--- src/hdl/bpru_pkg.sv ---
// Shared types, constants and helper functions for the BMP pixel row unpacker.
`timescale 1ns / 1ps

package bpru_pkg;

  // Sizes of the row logic and the palette store.
  localparam int unsigned MaxWidth     = 4096;
  localparam int unsigned PaletteBytes = 1024;
  localparam int unsigned PalAddrW     = 10;
  localparam int unsigned PalSpanW     = 11;
  localparam int unsigned WidthW       = 13;
  localparam int unsigned ByteCntW     = 14;
  localparam int unsigned RowLenW      = 15;
  localparam int unsigned CfgDataW     = 13;
  localparam int unsigned CfgIdxW      = 2;

  // Pixel formats selected by the mode register.
  typedef enum logic [1:0] {
    MODE_INDEXED = 2'd0,
    MODE_RGB565  = 2'd1,
    MODE_BGR24   = 2'd2,
    MODE_BGRA32  = 2'd3
  } pixel_mode_e;

  // Configuration register indexes.
  typedef enum logic [CfgIdxW-1:0] {
    REG_PIXEL_MODE     = 2'd0,
    REG_IMAGE_WIDTH    = 2'd1,
    REG_PALETTE_STRIDE = 2'd2
  } cfg_reg_e;

  // Kind of an input transaction, carried in tuser.
  typedef enum logic {
    OP_PAL_WRITE  = 1'b0,
    OP_IMAGE_BYTE = 1'b1
  } opcode_e;

  // What the row tracker reports for the byte that is being accepted.
  typedef struct packed {
    logic        emit;
    logic        row_end;
    pixel_mode_e mode;
    logic [23:0] bytes;
  } pix_info_t;

  // Widen a 5-bit channel to 8 bits, repeating its lowest bit downward.
  function automatic logic [7:0] widen5(input logic [4:0] v);
    widen5 = {v, {3{v[0]}}};
  endfunction

  // Widen a 6-bit channel to 8 bits, repeating its lowest bit downward.
  function automatic logic [7:0] widen6(input logic [5:0] v);
    widen6 = {v, {2{v[0]}}};
  endfunction

endpackage

--- src/hdl/bpru_pix_decode.sv ---
// Color conversion of one assembled pixel to 8-bit red, green and blue.
`timescale 1ns / 1ps

module bpru_pix_decode (
  input  bpru_pkg::pixel_mode_e mode_i,
  input  logic [23:0]           bytes_i,
  input  logic [7:0]            pal_b_i,
  input  logic [7:0]            pal_g_i,
  input  logic [7:0]            pal_r_i,
  input  logic [2:0]            pal_zero_i,
  output logic [7:0]            red_o,
  output logic [7:0]            green_o,
  output logic [7:0]            blue_o
);

  logic [15:0] c565;

  assign c565 = bytes_i[15:0];

  // Select the conversion for the pixel format.
  always_comb begin
    case (mode_i)
      bpru_pkg::MODE_INDEXED: begin
        // Palette bytes past the end of the store read as zero.
        blue_o  = pal_zero_i[0] ? 8'd0 : pal_b_i;
        green_o = pal_zero_i[1] ? 8'd0 : pal_g_i;
        red_o   = pal_zero_i[2] ? 8'd0 : pal_r_i;
      end
      bpru_pkg::MODE_RGB565: begin
        red_o   = bpru_pkg::widen5(c565[15:11]);
        green_o = bpru_pkg::widen6(c565[10:5]);
        blue_o  = bpru_pkg::widen5(c565[4:0]);
      end
      default: begin
        blue_o  = bytes_i[7:0];
        green_o = bytes_i[15:8];
        red_o   = bytes_i[23:16];
      end
    endcase
  end

endmodule

--- config.mk ---
export PLATFORM = sky130hd
export DESIGN_NAME = bpru_pix_decode
export DESIGN_NICKNAME = d
export VERILOG_FILES = /design/src/hdl/bpru_pkg.sv /design/src/hdl/bpru_pix_decode.sv
export SDC_FILE = /design/constraint.sdc
export NUM_CORES = 1
export LEC_CHECK = 0
export BUFFER_PORTS_ARGS = -buffer_cell sky130_fd_sc_hd__buf_2
export CORE_MARGIN = 4
export CORE_UTILIZATION = 36
export DETAILED_ROUTE_END_ITERATION = 8
export PLACE_DENSITY = 0.9
export SKIP_LAST_GASP = 1
export SYNTH_ARGS = -nofsm -noshare
export SYNTH_HDL_FRONTEND = slang
export SYNTH_SLANG_ARGS = --single-unit
--- constraint.sdc ---
create_clock -name vclk -period 2.4
set_clock_uncertainty 0.15 [all_clocks]
set_input_delay 0.24 -clock vclk [all_inputs]
set_output_delay 0.24 -clock vclk [all_outputs]
set_load 0.02 [all_outputs]
### Yosys cells after proc, flatten, opt, wreduce, memory -nomap -nowiden

Index checks and enable logic that the tools add are counted.

* equal/unequal tests: 1
* reductions and logical operators: 1
* multiplexer cells: 6

Operator list (number)
* $pmux 8 s2: 3
* $mux 8: 3
* $eq 2x1->1 const B: 1
* $logic_not 2->1: 1

* word-level logic and storage cells: 8
* register bits: 0

### Logic depth before layout (Yosys ltp)

* depth after elaboration: 2
* gate-level depth with buffers: 4
* mapped depth without buffers: 2

### Worst setup path before layout

Ideal clock, no wire load.

* path kind: input port to output port
* from: input mode_i[1]
* to: output blue_o[0]
* cell stages on the path: 2
* arrival: 1.253 ns
* data required time: 2.010 ns
* buffers on the path: 1
* setup slack: 0.757 ns
* path through: clkbuf_1 -> o41ai_1

* cells in the longest elaborated chain, start to end: 2
* elaborated cells on any way between the ends: 3
* those cells by class: 1 x eq/ne; 1 x mux; 1 x reduce/logical

Ends and longest elaborated chain
* from (decl): line bpru_pix_decode.sv:5 `input bpru_pkg::pixel_mode_e mode_i,`
* $eq 2x1->1 or $logic_not 2->1 (tied branches): line bpru_pix_decode.sv:22 `case (mode_i)`
* $pmux 8 s2 *: line bpru_pix_decode.sv:22
* to (decl): line bpru_pix_decode.sv:13 `output logic [7:0] blue_o`

Mark *: on every way between the ends. The rest lies on a longest branch, timed or not.

### Worst setup path in the final report

* from: input mode_i[0]
* to: output red_o[0]

* cells in the longest elaborated chain, start to end: 2
* elaborated cells on any way between the ends: 3
* those cells by class: 1 x eq/ne; 1 x mux; 1 x reduce/logical

Ends and longest elaborated chain
* $eq 2x1->1 or $logic_not 2->1 (tied branches): line bpru_pix_decode.sv:22
* $pmux 8 s2 *: line bpru_pix_decode.sv:22
* to (decl): line bpru_pix_decode.sv:11 `output logic [7:0] red_o,`

Marked as above.

==> out/results.tsv <==
stage	metric	value	unit
status	status	complete, no violations	
setup_path	slowest_stage	or3b_2	
setup_path	cpMostUsedCell	buf_2	
sta	hold_violations	0	
yosys	syn_area	596	sq um
die	core_region_area	1540	sq um
cts	holdBufCountCts	0	
layout	drive_above_1_share	47.9	%
sta	fin_crit	1.75	ns
layout	final_common_cell	buf_2	
drt	wl_per_cell	12.4	microns
sta	finalMaxSlewViolations	0	
layout	seq_area	0	sq um
die	rows	14	
pwr	leakagePower	0.480	nW
setup_path	slowest_delay	0.52	ns
layout	antennaDiodeCount	0	
yosys	yosysWarnings	0	
drt	num_vias	942	
cts	cts.repair.resized	0	
drt	ant_nets	0	
layout	clockBufferCount	0	
global_routing	grt_max_degree	42	
yosys	yosysUniqueCellTypes	11	
setup_path	required	2.01	ns
die	start_util	38.6	%
setup_path	crit_chain	buf_2, or3b_2, a21oi_1, buf_2	
worst_hold_path	hold_class	in -> out	
worst_hold_path	worstHoldPathCells	4	
layout	area_delta_synth_final	61.8	%
sta	finalCritPeriodShare	72.9	%
die	fp.dieW	48.7	microns
yosys	ys_seq_area_share	0	%
setup_path	crit_path_end_kind	primary output	
pwr	max-vdd-ir-drop	182	uV
sta	relSlewSlack	64.3	%
yosys	syn_inst	96	
yosys	syn_nets	149	
placement	gp_congestion	0.726	
setup_path	path_max_fanout	41	
setup_path	crit_arrival	1.36	ns
drt	drt_iter0_drc	8	
sta	fmax	571	MHz
global_routing	antenna_found_initial	0	
setup_path	cp-startpoint	mode_i[0]	
global_routing	first_global_vias	878	
drt	finalWirelength	2240	microns
sta	worst_pin_slew	0.535	ns
global_routing	gr-total-overflow	0	
worst_hold_path	hp-start	pal_b_i[0]	
pwr	powerDensity	213	nW/um^2
die	num_io_pins	77	
sta	setup_viol	0	
setup_path	critPathKind	in -> out	
layout	final_cell_mix	77 x buf_2, 39 x a21oi_1, 23 x nor2b_1	
sta	tns	0	ns
drt	first_pass_iters	4	
placement	io_buffers	77	
die	die_y	48.7	microns
die	die-area	2370	sq um
drt	drc	0	
setup_path	start_kind	input port	
layout	nets	220	
cts	cts_setup_buffers	0	
global_routing	grt.total_usage	17.2	%
drt	viasPerCell	5.20	
placement	place_area	963	sq um
job	maxCapViolCount	0	
layout	instances_no_fill	181	
global_routing	grt_first_pass_wirelength	3550	microns
yosys	synth_area_per_cell	6.20	sq um
layout	fin_area	963	sq um
layout	design.seq.count	0	
sta	rsz0062_at_grt	no	
placement	dp_cells	181	
## cell families (layout without fill, tap and decap cells)
kind of cell	Yosys count	in the layout	share of synthesized area [%]
AO/OA/AOI/OAI	41	41	35.1
buffers and inverters	9	78	6.93
AND/OR/NAND/NOR	46	46	58.0
## synth_stat cells
cell | n | area share (%)
a21oi_1 | 39 | 33
nor2b_1 | 23 | 24
or3b_1 | 21 | 31
clkbuf_1 | 4 | 2.5
clkbuf_2 | 2 | 1.7
or3b_2 | 2 | 2.9
buf_2 | 1 | 0.84
buf_4 | 1 | 1.3
inv_1 | 1 | 0.63
o21ai_0 | 1 | 0.84
o41ai_1 | 1 | 1.5
## routing by layer
metal | vias to the layer above | track usage (%) | wire, microns
met3 | 2 | 3.68 | 221
li1 | 492 | - | -
met1 | 401 | 20.1 | 868
met5 | - | 0 | 0
met2 | 47 | 32.2 | 1140
met4 | 0 | 1.79 | 16
## worst max-delay path: cells and delay by family
kind / cells / cell delay [ns]
compound gates: 1 / 0.15
buf+inv: 2 / 0.44
simple gates: 1 / 0.52
## worst paths after layout
kind / slack (ns) / endpoint
max: 0.65 / red_o[0]
min: 0.66 / blue_o[0]
## metrics by stage
stage | utilization (%) | worst slack (ns) | hold WS (ns) | total power [mW]
detailed placement | 62.5 | 0.648 | 0.663 | 0.206
CTS | 62.5 | 0.643 | 0.665 | 0.207
floorplan | - | 0.757 | 0.473 | 0.119
finish | 62.5 | 0.649 | 0.664 | 0.205
global placement | 62.5 | 0.672 | 0.661 | 0.201
global route | 62.5 | 0.568 | 0.708 | 0.225
## where the power goes
part	total, mW	switching (mW)	internal [mW]
Sequential	0	0	0
Clock	0	0	0
Combinational	0.205	0.115	0.0896
## cell type report
type / count / area, sq um
inverter: 1 / 3.75
multi-input combinational: 87 / 554
timing repair buffer: 77 / 385
fill: 144 / 578
tap: 16 / 20.0
Note: power is estimated with default switching activity, not from simulation.
