==> src/hdl/bpru_pkg.sv <==
// Shared types, constants and helper functions for the BMP pixel row unpacker.
`timescale 1ns / 1ps

package bpru_pkg;

  // Sizes of the row logic and the palette store.
  localparam int unsigned MaxWidth     = 4096;
  localparam int unsigned PaletteBytes = 1024;
  localparam int unsigned PalAddrW     = 10;
  localparam int unsigned PalSpanW     = 11;
  localparam int unsigned WidthW       = 13;
  localparam int unsigned ByteCntW     = 14;
  localparam int unsigned RowLenW      = 15;
  localparam int unsigned CfgDataW     = 13;
  localparam int unsigned CfgIdxW      = 2;

  // Pixel formats selected by the mode register.
  typedef enum logic [1:0] {
    MODE_INDEXED = 2'd0,
    MODE_RGB565  = 2'd1,
    MODE_BGR24   = 2'd2,
    MODE_BGRA32  = 2'd3
  } pixel_mode_e;

  // Configuration register indexes.
  typedef enum logic [CfgIdxW-1:0] {
    REG_PIXEL_MODE     = 2'd0,
    REG_IMAGE_WIDTH    = 2'd1,
    REG_PALETTE_STRIDE = 2'd2
  } cfg_reg_e;

  // Kind of an input transaction, carried in tuser.
  typedef enum logic {
    OP_PAL_WRITE  = 1'b0,
    OP_IMAGE_BYTE = 1'b1
  } opcode_e;

  // What the row tracker reports for the byte that is being accepted.
  typedef struct packed {
    logic        emit;
    logic        row_end;
    pixel_mode_e mode;
    logic [23:0] bytes;
  } pix_info_t;

  // Widen a 5-bit channel to 8 bits, repeating its lowest bit downward.
  function automatic logic [7:0] widen5(input logic [4:0] v);
    widen5 = {v, {3{v[0]}}};
  endfunction

  // Widen a 6-bit channel to 8 bits, repeating its lowest bit downward.
  function automatic logic [7:0] widen6(input logic [5:0] v);
    widen6 = {v, {2{v[0]}}};
  endfunction

endpackage

==> src/hdl/bpru_row_ctrl.sv <==
// Configuration registers and row position tracking: pads, pixel assembly and row ends.
`timescale 1ns / 1ps

module bpru_row_ctrl (
  input  logic                          clk_i,
  input  logic                          rst_ni,
  input  logic                          cfg_we_i,
  input  logic [bpru_pkg::CfgIdxW-1:0]  cfg_idx_i,
  input  logic [bpru_pkg::CfgDataW-1:0] cfg_data_i,
  input  logic                          step_i,
  input  logic [7:0]                    data_i,
  output bpru_pkg::pix_info_t           info_o,
  output logic [2:0]                    stride_o
);

  bpru_pkg::pixel_mode_e               mode_q;
  logic [bpru_pkg::WidthW-1:0]         width_q;
  logic [2:0]                          stride_q;
  logic [bpru_pkg::ByteCntW-1:0]       byte_cnt_q, byte_cnt_d;
  logic [bpru_pkg::WidthW-1:0]         pix_cnt_q, pix_cnt_d;
  logic [1:0]                          bip_q, bip_d;
  logic [23:0]                         pend_q, pend_d;

  logic [bpru_pkg::WidthW-1:0]         eff_w;
  logic [bpru_pkg::RowLenW-1:0]        pix_bytes;
  logic [bpru_pkg::RowLenW-1:0]        row_len;
  logic [bpru_pkg::RowLenW-1:0]        byte_inc;
  logic [bpru_pkg::ByteCntW-1:0]       pix_inc;
  logic                                in_pixels;
  logic                                pix_done;
  logic                                row_wrap;
  logic                                cfg_restart;
  logic [23:0]                         pend_next;

  // Width as used: zero counts as one, large values saturate.
  always_comb begin
    eff_w = width_q;
    if (width_q == '0) begin
      eff_w = bpru_pkg::WidthW'(1);
    end else if (width_q > bpru_pkg::WidthW'(bpru_pkg::MaxWidth)) begin
      eff_w = bpru_pkg::WidthW'(bpru_pkg::MaxWidth);
    end
  end

  // Pixel bytes per row for the current mode, then padded to a multiple of four.
  always_comb begin
    case (mode_q)
      bpru_pkg::MODE_INDEXED: pix_bytes = bpru_pkg::RowLenW'(eff_w);
      bpru_pkg::MODE_RGB565:  pix_bytes = bpru_pkg::RowLenW'(eff_w) << 1;
      bpru_pkg::MODE_BGR24:   pix_bytes = (bpru_pkg::RowLenW'(eff_w) << 1)
                                          + bpru_pkg::RowLenW'(eff_w);
      default:                pix_bytes = bpru_pkg::RowLenW'(eff_w) << 2;
    endcase
    row_len = (pix_bytes + bpru_pkg::RowLenW'(3)) & ~bpru_pkg::RowLenW'(3);
  end

  // Position within the row and the pixel.
  assign byte_inc  = bpru_pkg::RowLenW'(byte_cnt_q) + bpru_pkg::RowLenW'(1);
  assign pix_inc   = bpru_pkg::ByteCntW'(pix_cnt_q) + bpru_pkg::ByteCntW'(1);
  assign in_pixels = bpru_pkg::RowLenW'(byte_cnt_q) < pix_bytes;
  assign pix_done  = bip_q >= 2'(mode_q);
  assign row_wrap  = byte_inc >= row_len;

  // Merge the incoming byte into the first three bytes of the pixel.
  always_comb begin
    pend_next = pend_q;
    case (bip_q)
      2'd0:    pend_next[7:0]   = pend_q[7:0]   | data_i;
      2'd1:    pend_next[15:8]  = pend_q[15:8]  | data_i;
      2'd2:    pend_next[23:16] = pend_q[23:16] | data_i;
      default: pend_next = pend_q;
    endcase
  end

  // Next state of the row counters.
  assign cfg_restart = cfg_we_i && ((cfg_idx_i == bpru_pkg::REG_PIXEL_MODE) ||
                                    (cfg_idx_i == bpru_pkg::REG_IMAGE_WIDTH));

  always_comb begin
    byte_cnt_d = byte_cnt_q;
    pix_cnt_d  = pix_cnt_q;
    bip_d      = bip_q;
    pend_d     = pend_q;
    if (cfg_restart) begin
      byte_cnt_d = '0;
      pix_cnt_d  = '0;
      bip_d      = '0;
      pend_d     = '0;
    end else if (step_i) begin
      if (in_pixels) begin
        if (pix_done) begin
          pix_cnt_d = pix_cnt_q + bpru_pkg::WidthW'(1);
          bip_d     = '0;
          pend_d    = '0;
        end else begin
          bip_d  = bip_q + 2'd1;
          pend_d = pend_next;
        end
      end
      byte_cnt_d = byte_inc[bpru_pkg::ByteCntW-1:0];
      if (row_wrap) begin
        byte_cnt_d = '0;
        pix_cnt_d  = '0;
        bip_d      = '0;
        pend_d     = '0;
      end
    end
  end

  // Configuration and row state registers.
  always_ff @(posedge clk_i or negedge rst_ni) begin
    if (!rst_ni) begin
      mode_q     <= bpru_pkg::MODE_BGR24;
      width_q    <= bpru_pkg::WidthW'(1);
      stride_q   <= 3'd4;
      byte_cnt_q <= '0;
      pix_cnt_q  <= '0;
      bip_q      <= '0;
      pend_q     <= '0;
    end else begin
      if (cfg_we_i) begin
        unique case (cfg_idx_i)
          bpru_pkg::REG_PIXEL_MODE:
            mode_q <= bpru_pkg::pixel_mode_e'(cfg_data_i[1:0]);
          bpru_pkg::REG_IMAGE_WIDTH:
            width_q <= cfg_data_i[bpru_pkg::WidthW-1:0];
          bpru_pkg::REG_PALETTE_STRIDE:
            stride_q <= cfg_data_i[2:0];
          default: ;
        endcase
      end
      byte_cnt_q <= byte_cnt_d;
      pix_cnt_q  <= pix_cnt_d;
      bip_q      <= bip_d;
      pend_q     <= pend_d;
    end
  end

  // Report for the byte being accepted.
  assign info_o.emit    = step_i && in_pixels && pix_done;
  assign info_o.row_end = pix_inc >= bpru_pkg::ByteCntW'(eff_w);
  assign info_o.mode    = mode_q;
  assign info_o.bytes   = pend_next;
  assign stride_o       = stride_q;

endmodule

==> config.mk <==
export PLATFORM = sky130hd
export DESIGN_NAME = bpru_row_ctrl
export DESIGN_NICKNAME = d
export VERILOG_FILES = /design/src/hdl/bpru_pkg.sv /design/src/hdl/bpru_row_ctrl.sv
export SDC_FILE = /design/constraint.sdc
export NUM_CORES = 1
export LEC_CHECK = 0
export BUFFER_PORTS_ARGS = -buffer_cell sky130_fd_sc_hd__buf_2
export CORE_UTILIZATION = 55
export CTS_CLUSTER_SIZE = 14
export DETAILED_ROUTE_END_ITERATION = 10
export MAX_ROUTING_LAYER = met4
export PLACE_DENSITY = 0.75
export SLEW_MARGIN = 40
export SYNTH_ARGS = -nofsm -noshare
export SYNTH_HDL_FRONTEND = slang
export SYNTH_SLANG_ARGS = --single-unit
==> constraint.sdc <==
create_clock -name clk_i -period 15.5 [get_ports clk_i]
set_input_delay 0 -clock clk_i [delete_from_list [all_inputs] [get_ports clk_i]]
set_output_delay 0 -clock clk_i [all_outputs]
set_load 0.1 [all_outputs]
# Word level (Yosys, flattened, before mapping)
# Cells that the tools add are included.
# Widths: inputs -> output; s select.
# word_totals
ff_bits	71
in_bits	27
out_inout_bits	31
word_cells	67
# op_classes
add_sub_neg	6
n_lt_le_gt_ge	5
eq_ne	6
muxes	24
n_bitwise	3
n_reduce_logical	16
# ops
cell	n
$mux 24	5
$mux 13	7
$pmux 15 s3	1
$mux 14	3
$mux 8	3
$or 8x8->8	3
$add 14x1->15 const B	1
$add 14x13->15	1
$add 15x2->15 const B	1
$ge 15x15->1	1
$lt 14x15->1	1
$add 13x1->14 const B	1
$ge 14x13->1	1
$add 13x1->13 const B	1
$gt 13x13->1 const B	1
$logic_not 13->1	1
$mux 2	5
$reduce_and 2->1	4
$eq 2x1->1 const B	3
$eq 2x2->1 const B	3
$logic_not 2->1	3
$reduce_bool 3->1	2
$logic_and 1x1->1	3
$reduce_and 3->1	1
other kinds (4)	4

# Longest topological paths before layout
# depth
word_depth	10
depth_mapped	28

# Worst setup path before layout
# No wires, ideal clock.
# synth_timing
kind	register -> register
startpoint	reg width_q[0] (netlist name)
endpoint	reg pix_cnt_q[2] (netlist name)
setup_time_ns	0.079
t_arrival_ns	5.752
t_required_ns	15.421
slack_ns	9.668
stages_incl_launch_ff	27
period_less_slack_ns	5.832
cell_sequence	dfstp_2 > nor4_4 > and3_1 > o21ai_1 > inv_1 > ha_1 > fa_1 > o211a_1 > a311oi_1 > o31ai_1 > o41ai_1 > xor2_1 > mux4_2 > nor4_2 > xnor2_1 > ha_1 > a21oi_1 > nor2b_1 > o21ai_0 > o211ai_1 > a21oi_1 > nand2_1 > and3b_1 > buf_2 > buf_1 > nand2_1 > mux2i_1
# synth_via
elab_chain_len	10
elab_cells_between_ends	15
# synth_lines
item	line	source
start: declaration	bpru_row_ctrl.sv:17	logic [bpru_pkg::WidthW-1:0] width_q;
start signal: assignment	bpru_row_ctrl.sv:114	width_q <= bpru_pkg::WidthW'(1);
start signal: assignment	bpru_row_ctrl.sv:126	width_q <= cfg_data_i[bpru_pkg::WidthW-1:0];
$gt 13x13->1	bpru_row_ctrl.sv:40	end else if (width_q > bpru_pkg::WidthW'(bpru_pkg::MaxWidth)) begin
$mux 13	bpru_row_ctrl.sv:40	
$mux 13 (*)	bpru_row_ctrl.sv:38	if (width_q == '0) begin
$add 14x13->15	bpru_row_ctrl.sv:51	+ bpru_pkg::RowLenW'(eff_w);
$pmux 15 s3 (*)	bpru_row_ctrl.sv:47	case (mode_q)
$add 15x2->15	bpru_row_ctrl.sv:54	row_len = (pix_bytes + bpru_pkg::RowLenW'(3)) & ~bpru_pkg::RowLenW'(3);
$ge 15x15->1	bpru_row_ctrl.sv:62	assign row_wrap = byte_inc >= row_len;
$mux 13	bpru_row_ctrl.sv:101	if (row_wrap) begin
$mux 13	bpru_row_ctrl.sv:89	end else if (step_i) begin
$mux 13	bpru_row_ctrl.sv:84	if (cfg_restart) begin
end signal: assignment	bpru_row_ctrl.sv:133	pix_cnt_q <= pix_cnt_d;
end: declaration	bpru_row_ctrl.sv:20	logic [bpru_pkg::WidthW-1:0] pix_cnt_q, pix_cnt_d;
# Every way passes the cells marked *; elsewhere a longest branch is shown, timed or not. The select of a mux whose other input is x is not followed.
# A chain may end at the register's enable or synchronous reset.

# Worst setup path after layout
# layout_timing
startpoint	reg width_q[3] (netlist name)
endpoint	reg pix_cnt_q[6] (netlist name)
# Same word-level chain as after synthesis.

==> key figures <==
Run status
  • Status: complete, no violations

Synth
  • Mapped Area: 0.005849 mm^2
  • Dominant synthesized flop cell: dfrtp_1
  • Avg Inst Size Synth: 8.999 um^2
  • Mapped Cells: 650
  • Post-synthesis sequential area ratio: 0.3044
  • Top cells by area, synth: dfrtp_1 29%, ha_1 12%, a21o_1 5.9%, nor2_1 4.0%, nand3_1 3.9%
  • Synth top area share: 0.2909
  • Yosys reg bits: 71
  • Post-Syn Nets: 733
  • Post-synth EDFFs: 0
  • Synth warn: 0
  • Post-synth top area cell: dfrtp_1
  • Distinct cells, synth: 66
  • Ys async rst share: 1.000

Clocking
  • Clk sinks: 71
  • Postcts setup bufs: 0
  • Post-cts sizing count: 0
  • Post-CTS Hold Fix Bufs: 18
  • Reg clk slew, reported paths: 0.09 ns
  • Max clock buf depth: 2
  • CTS tree: yes
  • Htree depth: 3
  • Clock Root Buffer: clkbuf_8
  • Clk_lat worst skew: 0.36 ns
  • TritonCTS Buffers: 9

Pwr
  • Sw Ratio: 0.5466
  • Switch Pwr: 0.6105 mW
  • Flop pwr share: 0.240
  • Comb power frac: 0.603
  • Clock power frac: 0.157
  • Pwr Density: 169.9 mW/mm^2
  • Pint: 0.5063 mW
  • Worst-case vdd ir drop: 0.1283 mV
  • Leak: 3.298 nW

Global routing
  • Met2 usage: 0.4622
  • First-pass GRT wire length: 24080 um
  • Largest net degree at the start of global routing: 72
  • Overall Global Routing Usage: 0.2797
  • Total grt overflow: 0
  • Routing usage on met1: 0.3535
  • Initial antenna violation count: 0
  • GR peak layer: met2
  • GR Layer Usage met3: 0.03119
  • Vias in the first global route: 4978

Floorplan
  • Die Y: 105.1 um
  • Std-Cell Rows: 37
  • I/O pin cnt: 58
  • Initial Util: 0.5666
  • Core area: 0.01032 mm^2
  • Die X: 105.1 um
  • Die area: 0.01105 mm^2

Timing
  • Fin crit share: 0.4755
  • Post-route minimum period: 7.371 ns
  • Max Transition Viols Final: 0
  • Min setup slack post-route: 8.129 ns
  • Final Setup Violations: 0
  • Least-Margin Pin Slew: 0.7621 ns
  • Clock skew: 0.01217 ns
  • RSZ-0062 raised after global routing: false
  • Hold Vio Cnt, Final: 0
  • Min Hold Slack: 0.06382 ns
  • Fin Setup TNS: 0 ns
  • Max_slew headroom: 0.4920
  • FMAX: 135.7 MHz

Placed design
  • GP Congestion: 0.9907
  • Pre-CTS setup slack: 8.012 ns
  • I/O Buffers: 57
  • Post-DP HPWL: 10530 um

Route
  • Final wirelength: 14530 um
  • Iteration-0 DRC Markers: 395
  • Number of routed nets with antenna violations: 0
  • Pre-Repair DR Iteration Count: 5
  • Drt wl/cell: 17.22 um
  • Vias per cell: 6.159
  • Vias: 5198
  • Post-route DRC: 0

Setup path
  • Critical Path Source Type: register
  • WP data arrival: 7.64 ns
  • Setup Crit Path Kind: reg -> reg
  • Crit path max fanout: 20
  • Crit. End Element: register
  • WP data required: 15.77 ns

Cells and area
  • N_diodes: 0
  • Area growth syn-to-layout: 12.38%
  • Layout cells sized above 1: 0.1667
  • Fin nets: 786
  • Core Util, Final: 0.6368

Min path
  • Min-delay worst type: in -> reg

Flow run
  • Max Cap Viol: 0
==> per-layer routing <==
layer | vias up | wire [um]
li1 | 2472 | -
met1 | 2528 | 6235
met2 | 166 | 7204
met3 | 32 | 716
met4 | 0 | 376
met5 | - | 0
==> cell type report <==
cell class	instances	area (um^2)
multi-input cells	517	3810
fillers	859	3750
flip-flops and latches	71	1782
repair buffers	77	484.2
well taps	136	170.2
clock buffers	9	123.9
clock inverters	7	102.6
inverters	27	101.3
==> cell families (layout without fill, tap and decap cells) <==
| family | Yosys count | in the layout | synth area share |
|---|---|---|---|
| simple gates | 209 | 209 | 0.1842 |
| compound gates | 186 | 186 | 0.2319 |
| flops | 71 | 71 | 0.3044 |
| buf+inv | 62 | 120 | 0.04556 |
| fa+ha+maj | 56 | 56 | 0.1211 |
| xor+xnor | 38 | 38 | 0.05690 |
| mux | 28 | 28 | 0.05604 |
==> metrics by stage <==
stage	power (mW)	instances	cell area, um^2
2_1_floorplan	0.8223	650	5849
3_3_place_gp	0.9232	810	6155
3_5_place_dp	0.9376	810	6165
4_1_cts	1.116	844	6571
5_1_grt	1.176	844	6574
6_report	1.117	844	6574
==> Yosys cell counts, drive strengths merged, types with 2 or more instances <==
cell type	number
o211ai	4
a211oi	3
o21ai	24
nand4	6
nand3	46
nor2b	16
a21boi	2
mux2	18
or2	4
a21o	46
o31ai	4
buf	14
ha	55
and3	10
o2111ai	2
o21a	28
nand2b	4
a22o	7
a22oi	2
clkbuf	21
a211o	2
o22a	2
a32o	11
xor2	13
a21oi	29
nand2	31
a221o	3
and2	2
a311oi	2
nor3	14
nor4	5
mux2i	8
xnor2	25
inv	26
dfstp	3
mux4	2
or3	4
nor2	63
dfrtp	68
a31oi	4
==> critical path, cell delays in order (launching register included) <==
cell and delay (ns):
dfrtp_1 0.66, nor4_4 0.13, and3_1 0.21, o21ai_1 0.34, inv_1 0.18, ha_1 0.25
fa_1 0.46, o211a_1 0.24, a311oi_1 0.31, o31ai_1 0.16, o41ai_1 0.43, xor2_1 0.12
mux4_2 0.54, nor4_2 0.38, xnor2_1 0.14, ha_1 0.31, a21oi_1 0.13, nor2b_1 0.05
o21ai_0 0.19, o211ai_1 0.14, a21oi_2 0.49, nand2_1 0.30, and3b_1 0.76, a21oi_1 0.16
o21ai_0 0.20
==> flip-flops by register name, indices dropped and copies added, names as in the netlist <==
| signal | flops |
|---|---|
| width_q | 13 |
| stride_o | 3 |
| mode_q | 2 |
| pix_cnt_q | 13 |
| byte_cnt_q | 14 |
| bip_q | 2 |
| pend_q | 24 |
==> power groups by stage <==
stage          combinational (mW)  sequential [mW]  clock (mW)
6_report                    0.673            0.268       0.175
5_1_grt                     0.717            0.274       0.185
4_1_cts                     0.673            0.267       0.176
3_5_place_dp                0.667            0.271           0
3_3_place_gp                0.655            0.269           0
2_1_floorplan               0.553            0.269           0
==> cells in the final DEF (no fill, tap or decap), types with 11 or more instances in the layout <==
master and n:
a21o_1 46, a21oi_1 27, a32o_1 11, buf_2 57, dfrtp_1 67, dlygate4sd3_1 18, ha_1 55, inv_1 25
mux2_2 18, nand2_1 31, nand3_1 46, nor2_1 62, nor2b_1 16, nor3_1 14, o21a_1 28, o21ai_0 22
xnor2_1 25, xor2_1 13
==> path summary, 6_finish.rpt <==
| kind | startpoint | to | slack [ns] | cells past startpoint |
|---|---|---|---|---|
| min | data_i[4] | pend_q[20]$_DFFE_PN0P_ | 0.06 | 4 |
| min in group asynchronous | rst_ni | byte_cnt_q[2]$_DFFE_PN0P_ | 0.24 | 3 |
| min reg2reg | pend_q[20]$_DFFE_PN0P_ | pend_q[20]$_DFFE_PN0P_ | 0.50 | 1 |
| max | width_q[3]$_DFFE_PN0P_ | pix_cnt_q[6]$_DFFE_PN0P_ | 8.13 | 24 |
| max reg2reg | width_q[3]$_DFFE_PN0P_ | pix_cnt_q[6]$_DFFE_PN0P_ | 8.13 | 24 |
| max in group asynchronous | rst_ni | mode_q[0]$_DFFE_PN0P_ | 14.71 | 3 |
Power figures use the tool's default switching activity.
